File: config.mk
export PLATFORM = sky130hd
export DESIGN_NAME = cluster_head_table_flat
export DESIGN_NICKNAME = d
export VERILOG_FILES = /design/src/hdl/cht_pkg.sv /design/src/hdl/cht_if.sv /design/src/hdl/cht_cell.sv /design/src/hdl/cluster_head_table.sv /design/src/flat_wrapper.sv
export SDC_FILE = /design/constraint.sdc
export NUM_CORES = 1
export LEC_CHECK = 0
export BUFFER_PORTS_ARGS = -buffer_cell sky130_fd_sc_hd__buf_2
export CAP_MARGIN = 10
export CORE_MARGIN = 10
export CORE_UTILIZATION = 30
export CTS_CLUSTER_SIZE = 12
export DETAILED_ROUTE_END_ITERATION = 12
export SYNTH_ARGS = -nofsm -noshare
export SYNTH_HDL_FRONTEND = slang
export SYNTH_SLANG_ARGS = --single-unit
File: constraint.sdc
create_clock -name clk -period 4.7 [get_ports clk]
set_input_delay 0.47 -clock clk [delete_from_list [all_inputs] [get_ports clk]]
set_output_delay 0.47 -clock clk [all_outputs]
set_load 0.02 [all_outputs]
File: src/hdl/cht_pkg.sv
package cht_pkg;

	// Operation codes of a request
	localparam logic [1:0] OP_ADD    = 2'd0;
	localparam logic [1:0] OP_REMOVE = 2'd1;
	localparam logic [1:0] OP_QUERY  = 2'd2;

	// Report limits
	localparam logic signed [7:0] RSSI_FLOOR = -8'sd100;
	localparam logic [7:0]        ID_CEILING = 8'd255;
	localparam logic [7:0]        SINK_ID    = 8'h01;

	// Configuration register index (paddr[2])
	localparam logic REG_OWN_ID = 1'b0;

	// Token that walks the row of entry cells, one cell per cycle
	typedef struct packed {
		logic              valid;
		logic [1:0]        operation;
		logic [7:0]        node_id;
		logic signed [7:0] strength;
		logic              full;
		logic              placed;
		logic              best_ok;
		logic [7:0]        best_node;
		logic signed [7:0] best_strength;
		logic [2:0]        best_slot;
		logic              min_ok;
		logic [7:0]        min_id;
	} carry_t;

endpackage

File: src/hdl/cht_if.sv
interface cht_in_if;
	logic              valid;
	logic              ready;
	logic [1:0]        operation;
	logic [7:0]        node_id;
	logic signed [7:0] signal_strength;

	modport source (output valid, output operation, output node_id, output signal_strength,
		input ready);
	modport sink (input valid, input operation, input node_id, input signal_strength,
		output ready);
endinterface

interface cht_out_if;
	logic              valid;
	logic              ready;
	logic              best_found;
	logic [7:0]        best_node;
	logic signed [7:0] best_strength;
	logic [2:0]        best_slot;
	logic              next_found;
	logic [7:0]        next_node;

	modport source (output valid, output best_found, output best_node,
		output best_strength, output best_slot, output next_found, output next_node,
		input ready);
	modport sink (input valid, input best_found, input best_node,
		input best_strength, input best_slot, input next_found, input next_node,
		output ready);
endinterface

File: src/hdl/cht_cell.sv
module cht_cell import cht_pkg::*; #(
	parameter int TABLE_DEPTH = 8,
	parameter int INDEX       = 0,
	localparam int IW         = $clog2(TABLE_DEPTH)
) (
	input  logic          clk,
	input  logic          arst_n,
	input  logic [IW-1:0] victim,
	input  carry_t        cin,
	output carry_t        cout,
	output logic          avail
);

	logic              avail_q;
	logic [7:0]        id_q;
	logic signed [7:0] strength_q;
	carry_t            carry_q;

	logic              take;
	logic              drop;
	logic              new_avail;
	logic [7:0]        new_id;
	logic signed [7:0] new_strength;
	carry_t            nxt;

	// Decide what the passing request does to this entry
	always_comb begin
		take = cin.valid && (cin.operation == OP_ADD) &&
			(cin.full ? (victim == IW'(INDEX)) : (!cin.placed && !avail_q));
		drop = cin.valid && (cin.operation == OP_REMOVE) && (id_q == cin.node_id);
		new_avail    = take ? 1'b1 : (drop ? 1'b0 : avail_q);
		new_id       = take ? cin.node_id : id_q;
		new_strength = take ? cin.strength : strength_q;
	end

	// Fold this entry into the running reports; earlier slots win ties
	always_comb begin
		nxt = cin;
		if (take) begin
			nxt.placed = 1'b1;
		end
		if (new_avail && ($signed(new_strength) > $signed(cin.best_strength))) begin
			nxt.best_ok       = 1'b1;
			nxt.best_node     = new_id;
			nxt.best_strength = new_strength;
			nxt.best_slot     = 3'(INDEX);
		end
		if (new_avail && (new_id < cin.min_id)) begin
			nxt.min_ok = 1'b1;
			nxt.min_id = new_id;
		end
	end

	// Hold the entry flag
	always_ff @(posedge clk or negedge arst_n) begin
		if (!arst_n) begin
			avail_q <= 1'b0;
		end else if (cin.valid) begin
			avail_q <= new_avail;
		end
	end

	// Hold the entry payload
	always_ff @(posedge clk) begin
		if (take) begin
			id_q       <= cin.node_id;
			strength_q <= cin.strength;
		end
	end

	// Hand the token to the next cell
	always_ff @(posedge clk or negedge arst_n) begin
		if (!arst_n) begin
			carry_q <= '0;
		end else begin
			carry_q <= nxt;
		end
	end

	assign cout  = carry_q;
	assign avail = avail_q;

endmodule

File: src/hdl/cluster_head_table.sv
// Cluster head table: a row of TABLE_DEPTH entry cells walked by one request token.
// Each request is registered at the head, passes through the carry register of every cell
// in turn and is then captured in the result register. The token visits one cell per
// cycle, and the next request is taken after the result has been taken.
// Reset (arst_n, asynchronous, active low) clears all entry flags, the replace
// pointer and own_node_id; entry ids and strengths are don't-care while cleared.
module cluster_head_table import cht_pkg::*; #(
	parameter int TABLE_DEPTH = 8,
	localparam int IW         = $clog2(TABLE_DEPTH)
) (
	input  logic        clk,
	input  logic        arst_n,
	cht_in_if.sink      req,
	cht_out_if.source   rsp,
	input  logic        psel,
	input  logic        penable,
	input  logic        pwrite,
	input  logic [2:0]  paddr,
	input  logic [31:0] pwdata,
	output logic [31:0] prdata,
	output logic        pready
);

	logic                   busy_q;
	logic [IW-1:0]          rptr_q;
	logic [IW-1:0]          victim_q;
	logic [7:0]             own_id_q;
	carry_t                 head_q;
	carry_t                 chain [TABLE_DEPTH+1];
	logic [TABLE_DEPTH-1:0] avail_vec;
	logic [TABLE_DEPTH:0]   chain_valid;
	logic                   full;
	logic                   req_take;
	logic                   rsp_take;
	carry_t                 last;

	assign full     = &avail_vec;
	assign req_take = req.valid && req.ready;
	assign rsp_take = rsp.valid && rsp.ready;
	assign req.ready = !busy_q;
	assign last     = chain[TABLE_DEPTH];

	// Configuration port
	assign pready = 1'b1;
	assign prdata = (paddr[2] == REG_OWN_ID) ? {24'd0, own_id_q} : 32'd0;

	always_ff @(posedge clk or negedge arst_n) begin
		if (!arst_n) begin
			own_id_q <= '0;
		end else if (psel && penable && pwrite && (paddr[2] == REG_OWN_ID)) begin
			own_id_q <= pwdata[7:0];
		end
	end

	// Launch a token per request and advance the replace pointer on a full add
	always_ff @(posedge clk or negedge arst_n) begin
		if (!arst_n) begin
			busy_q   <= 1'b0;
			rptr_q   <= '0;
			victim_q <= '0;
			head_q   <= '0;
		end else begin
			head_q.valid <= 1'b0;
			if (req_take) begin
				busy_q               <= 1'b1;
				victim_q             <= rptr_q;
				head_q.valid         <= 1'b1;
				head_q.operation     <= req.operation;
				head_q.node_id       <= req.node_id;
				head_q.strength      <= req.signal_strength;
				head_q.full          <= full;
				head_q.placed        <= 1'b0;
				head_q.best_ok       <= 1'b0;
				head_q.best_node     <= '0;
				head_q.best_strength <= RSSI_FLOOR;
				head_q.best_slot     <= '0;
				head_q.min_ok        <= 1'b0;
				head_q.min_id        <= ID_CEILING;
				if ((req.operation == OP_ADD) && full) begin
					rptr_q <= (rptr_q == IW'(TABLE_DEPTH - 1)) ? '0 : rptr_q + 1'b1;
				end
			end else if (rsp_take) begin
				busy_q <= 1'b0;
			end
		end
	end

	assign chain[0] = head_q;

	// Row of entry cells
	for (genvar k = 0; k < TABLE_DEPTH; k++) begin : g_cell
		cht_cell #(
			.TABLE_DEPTH (TABLE_DEPTH),
			.INDEX       (k)
		) u_cell (
			.clk    (clk),
			.arst_n (arst_n),
			.victim (victim_q),
			.cin    (chain[k]),
			.cout   (chain[k+1]),
			.avail  (avail_vec[k])
		);
	end

	for (genvar k = 0; k <= TABLE_DEPTH; k++) begin : g_valid
		assign chain_valid[k] = chain[k].valid;
	end

	// Result register: hold until taken
	always_ff @(posedge clk or negedge arst_n) begin
		if (!arst_n) begin
			rsp.valid <= 1'b0;
		end else if (last.valid) begin
			rsp.valid <= 1'b1;
		end else if (rsp_take) begin
			rsp.valid <= 1'b0;
		end
	end

	always_ff @(posedge clk) begin
		if (last.valid) begin
			rsp.best_found    <= last.best_ok;
			rsp.best_node     <= last.best_ok ? last.best_node : 8'd0;
			rsp.best_strength <= last.best_ok ? last.best_strength : 8'sd0;
			rsp.best_slot     <= last.best_ok ? last.best_slot : 3'd0;
			rsp.next_found    <= last.min_ok && (own_id_q != SINK_ID);
			rsp.next_node     <= (last.min_ok && (own_id_q != SINK_ID)) ? last.min_id : 8'd0;
		end
	end

	// Checks
	a_one_token: assert property (@(posedge clk) disable iff (!arst_n)
		$onehot0(chain_valid))
		else $error("more than one token in the cell row");

	a_idle_no_token: assert property (@(posedge clk) disable iff (!arst_n)
		!busy_q |-> (chain_valid == '0) && !rsp.valid)
		else $error("token or result present while idle");

	a_launch: assert property (@(posedge clk) disable iff (!arst_n)
		req_take |=> head_q.valid && busy_q)
		else $error("request taken without launching a token");

	a_result_busy: assert property (@(posedge clk) disable iff (!arst_n)
		last.valid |=> rsp.valid && busy_q)
		else $error("finished token did not reach the result register");

endmodule

File: src/flat_wrapper.sv
// flat-port wrapper written by rule: the top's interface ports become plain ports
module cluster_head_table_flat import cht_pkg::*;
#(
	parameter int TABLE_DEPTH = 8,
	localparam int IW         = $clog2(TABLE_DEPTH)
)
  (clk, arst_n, psel, penable, pwrite, paddr, pwdata, prdata, pready, req_valid, req_operation, req_node_id, req_signal_strength, req_ready, rsp_valid, rsp_best_found, rsp_best_node, rsp_best_strength, rsp_best_slot, rsp_next_found, rsp_next_node, rsp_ready);
  cht_in_if req_i ();
  cht_out_if rsp_i ();
  input  logic clk;
  input  logic arst_n;
  input  logic psel;
  input  logic penable;
  input  logic pwrite;
  input  logic [2:0] paddr;
  input  logic [31:0] pwdata;
  output logic [31:0] prdata;
  output logic pready;
  input wire logic [$bits(req_i.valid)-1:0] req_valid;
  input wire logic [$bits(req_i.operation)-1:0] req_operation;
  input wire logic [$bits(req_i.node_id)-1:0] req_node_id;
  input wire logic [$bits(req_i.signal_strength)-1:0] req_signal_strength;
  output wire logic [$bits(req_i.ready)-1:0] req_ready;
  output wire logic [$bits(rsp_i.valid)-1:0] rsp_valid;
  output wire logic [$bits(rsp_i.best_found)-1:0] rsp_best_found;
  output wire logic [$bits(rsp_i.best_node)-1:0] rsp_best_node;
  output wire logic [$bits(rsp_i.best_strength)-1:0] rsp_best_strength;
  output wire logic [$bits(rsp_i.best_slot)-1:0] rsp_best_slot;
  output wire logic [$bits(rsp_i.next_found)-1:0] rsp_next_found;
  output wire logic [$bits(rsp_i.next_node)-1:0] rsp_next_node;
  input wire logic [$bits(rsp_i.ready)-1:0] rsp_ready;
  assign req_i.valid = req_valid;
  assign req_i.operation = req_operation;
  assign req_i.node_id = req_node_id;
  assign req_i.signal_strength = req_signal_strength;
  assign req_ready = req_i.ready;
  assign rsp_valid = rsp_i.valid;
  assign rsp_best_found = rsp_i.best_found;
  assign rsp_best_node = rsp_i.best_node;
  assign rsp_best_strength = rsp_i.best_strength;
  assign rsp_best_slot = rsp_i.best_slot;
  assign rsp_next_found = rsp_i.next_found;
  assign rsp_next_node = rsp_i.next_node;
  assign rsp_i.ready = rsp_ready;
  cluster_head_table #(.TABLE_DEPTH(TABLE_DEPTH)) u_core (.clk(clk), .arst_n(arst_n), .req(req_i), .rsp(rsp_i), .psel(psel), .penable(penable), .pwrite(pwrite), .paddr(paddr), .pwdata(pwdata), .prdata(prdata), .pready(pready));
endmodule
==> run summary <==
====================================================================================
Clock tree root driver cell                                             sky130_fd_sc_hd__clkbuf_16
Total power divided by cell area                                         717 nW/um^2
Internal power component                                                    0.0129 W
Unrepaired setup endpoints after global routing                                   no
Leakage power summed over all cells                                          12.4 nW
Ant diodes                                                                         0
Switching power as a share of total power                                      0.322
Post-synthesis instance area                                             23000 sq um
Normalized max-slew margin                                                     0.333
Number of global-route vias before repair                                      13700
Min-Delay Path Depth                                                               2
Detailed-route wire length                                                   42.7 mm
Register bit count reported by yosys                                             575
Maximum number of pins on one net before global-route repair                     109
Simple-gate portion of the synthesized area                                   0.0727
Startpoint of the tightest hold check path                                 rsp_ready
Portion of total power attributed to the clock network                         0.236
Area Overhead vs Synth                                                         15.3%
Core area                                                                75900 sq um
Die boundary width                                                            297 um
Depth of the worst register-to-register path                                      10
Library cell with the highest instance count after synthesis            sky130_fd_sc_hd__dfrtp_1
Crit path capture type                                                          flop
Result of the run                                                       finished, final reports clean
Syn avg cell area                                                         13.5 sq um
Top cell type's share of synthesized area                                      0.455
Top cell family by delay on the critical path                           compound AO/OA/AOI/OAI gates
H-tree levels                                                                      2
Final setup viols                                                                  0
Minimum clock period                                                         4210 ps
Total count of max-transition violations in the final report                       0
Number of placement rows                                                         101
Clock slew at reported path FFs                                                60 ps
Total grt overflow                                                                 0
Chain of cells forming the critical path                                nand4_1, a2111oi_4, mux2_2, ha_1, a211o_1, a31oi_1, a31oi_1, o21ai_2, buf_12, mux2_4
Clk sinks                                                                        575
Global-route wire length before repair                                       72.4 mm
NumNets Final                                                                   2000
Post-detail-place hpwl                                                       31.6 mm
Drt via density                                                                 4.25
Area used by multi-input combinational logic                              8290 sq um
Worst min path class                                                    primary input to flop
Startpoint types                                                                flop
Combinational power share                                                      0.334
Type of the worst setup path                                            flop to flop
DRC marker count from the first detailed-route iteration                         400
Count of unresolved DRC violations after routing                                   0
Synthesized-area fraction occupied by ao, oa, aoi and oai cells               0.0378
Filler cells                                                                    7389
Share of synthesized flip-flops with an asynchronous set or reset              0.727
Depth of the critical timing path with buffers and inverters included             10
Required time at the worst-slack endpoint                                    5180 ps
Yosys warning count                                                                0
Worst-path fanout max                                                             15
Via count                                                                      12300
Setup slack after placement                                                   532 ps
Vertical die dimension                                                        297 um
Drt wl/cell                                                                  14.7 um
Number of different library cells in the post-synthesis netlist                   69
Post-synthesis adder-cell area fraction                                       0.0642
Drt first pass iters                                                               4
IR drop worst, VDD                                                        0.000246 V
Count of final hold-check violations                                               0
Share of total power in sequential cells                                       0.430
IO Count                                                                         124
CP Buf/Inv Count                                                                   1
Most area-hungry cell type in the Yosys netlist                         sky130_fd_sc_hd__dfrtp_1
Post-route worst setup slack                                                  491 ps
Ranking of synthesized cells by instance count                          418 x sky130_fd_sc_hd__dfrtp_1, 290 x sky130_fd_sc_hd__mux2_2, 148 x sky130_fd_sc_hd__inv_1
Measured slew at the worst slew-check pin                                     994 ps
Last weighted congestion value of the routability-driven placer                0.807
Share of layout cells above drive strength 1                                   0.275
Starting utilization of the core area                                          0.303
Count of max-cap constraint violations                                             0
Flip-flop and latch area                                                 13900 sq um
Sum of negative setup slack                                                     0 ps
Main synth FF type                                                      sky130_fd_sc_hd__dfrtp_1
Period Utilization, post-route                                                 0.895
Data arrival time of the worst path                                          4690 ps
Area of the die                                                          88100 sq um
Area share of xor/xnor cells in the synthesized design                        0.0244
PortBufs                                                                          72
CTS tree                                                                        done
NetSw                                                                      0.00613 W
Most prevalent standard cell on the critical path                       sky130_fd_sc_hd__a31oi_1
All-Layer GR Usage                                                            0.0980
Worst clock skew on the final layout                                         14.1 ps
Critical R2R Launch                                                     u_core.victim_q[2]
Largest family of logic cells by synthesized area                       multiplexers
Stage delay of the slowest cell on the critical path                          770 ps
Main area contributors after synthesis                                  sky130_fd_sc_hd__dfrtp_1 46%, sky130_fd_sc_hd__mux2_2 14%, sky130_fd_sc_hd__dfxtp_1 11%
Gate count after technology mapping                                             1699
Latest clock arrival within the worst-skew pair                               600 ps
Initial antenna violation count                                                    0
Max Clk Rate                                                                 238 MHz
CP Launch Point                                                         u_core.victim_q[2]
Portion of the post-synthesis area used by sequential elements                 0.604
Antenna viol nets, final                                                           0
Mux share of post-synthesis cell area                                          0.157
Post-synth EDFFs                                                                  29
Cell with the largest stage delay on the worst path                     sky130_fd_sc_hd__a2111oi_4
Total CTS buffers                                                                 59
Maximum buffer depth of the clock tree                                             3
====================================================================================
power by group through the flow:
stage / registers, W / logic (W) / clock network, W
final: 0.00819 / 0.00635 / 0.00449
after global routing: 0.00846 / 0.00715 / 0.00488
after CTS: 0.00820 / 0.00644 / 0.00464
after detailed placement: 0.00828 / 0.00637 / 0
after global placement: 0.00819 / 0.00617 / 0
after floorplan: 0.00784 / 0.00498 / 0
area by class of cell:
class,count,area share
Sequential cell,575,0.524
Tap cell,1030,0.0486
Timing Repair Buffer,95,0.0225
Clock inverter,11,0.00411
Clock buffer,98,0.0670
Inverter,149,0.0211
Multi-Input combinational cell,942,0.313
worst reg2reg max path: stages, from the launching register on:
cell                        delay, ps
sky130_fd_sc_hd__dfrtp_1          630
sky130_fd_sc_hd__nand4_1          300
sky130_fd_sc_hd__a2111oi_4        780
sky130_fd_sc_hd__mux2_2           440
sky130_fd_sc_hd__ha_1             310
sky130_fd_sc_hd__a211o_1          320
sky130_fd_sc_hd__a31oi_1          150
sky130_fd_sc_hd__a31oi_1          120
sky130_fd_sc_hd__o21ai_2          480
sky130_fd_sc_hd__buf_12           240
sky130_fd_sc_hd__mux2_4           320
worst paths after layout:
check / end / slack, ps
max in group asynchronous: u_core.g_cell[4].u_cell.cout[32] / 3040
hold reg to reg: u_core.g_cell[1].u_cell.cout[34] / 380
min in group asynchronous: u_core.g_cell[4].u_cell.cout[33] / 510
hold / removal: u_core.busy_q / 80
setup reg to reg: u_core.g_cell[7].u_cell.cout[20] / 490
setup / recovery: u_core.g_cell[7].u_cell.cout[20] / 490
sequential cells by signal, summed over array words and instances (netlist names):
| signal | flops |
|---|---|
| u_core.rsp.best_strength | 8 |
| u_core.victim_q | 3 |
| u_core.rsp.best_node | 8 |
| u_core.rptr_q | 3 |
| u_core.rsp.valid | 1 |
| u_core.rsp.best_found | 1 |
| u_core.g_cell.u_cell.cout | 373 |
| u_core.rsp.next_node | 8 |
| u_core.rsp.next_found | 1 |
| u_core.chain | 21 |
| u_core.busy_q | 1 |
| u_core.rsp.best_slot | 3 |
| u_core.g_cell.u_cell.strength_q | 64 |
| u_core.g_cell.u_cell.id_q | 64 |
| u_core.g_cell.u_cell.avail | 8 |
| u_core.own_id_q | 8 |
timing repair:
action                    CTS  global route
hold buffers                1             0
hold endpoints to repair  104             0
setup buffers               0             0
gates resized for setup     0             0
cell usage in the layout (no fill, tap or decap), drive strengths merged, types with 18 or more instances in the layout:
cell,Yosys,routed
clkbuf,9,98
mux2,305,305
ha,118,118
conb,2,25
xor2,45,45
nand2b,23,23
a21oi,46,46
nand2,65,65
edfxtp,29,29
nor2b,18,18
dfxtp,128,128
nand4,23,23
dfrtp,418,418
nor2,27,27
xnor2,19,19
inv,149,150
nand3,37,37
buf,47,94
and2,31,31
per-layer routing:
layer / GRT usage / part of all wire / vias to the layer above / routed length [um]
li1: - / - / 6060 / -
met1: 0.121 / 0.45 / 5960 / 19300
met2: 0.165 / 0.47 / 225 / 20100
met3: 0.0218 / 0.043 / 88 / 1840
met4: 0.0381 / 0.033 / 0 / 1420
met5: 0 / 0 / - / 0
kinds of logic (layout without fill, tap and decap cells):
logic type,count (synthesis),in the layout
flops,575,575
mux,316,316
simple gates,297,297
buf+inv,205,353
compound gates,122,122
fa+ha+maj,118,118
xor+xnor,64,64
other cells,2,25
through the flow:
stage / hold WS [ps] / area, sq um / std cells / utilization / total power, W
global route: 67.5 / 26500 / 2900 / 0.349 / 0.0205
finish: 82.2 / 26500 / 2900 / 0.349 / 0.0190
detailed placement: 366 / 24600 / 2790 / 0.324 / 0.0147
floorplan: 174 / 23100 / 1722 / - / 0.0128
CTS: 36.8 / 26500 / 2900 / 0.349 / 0.0193
global placement: 363 / 24600 / 2790 / 0.324 / 0.0144
(Power assumes the default switching activity.)
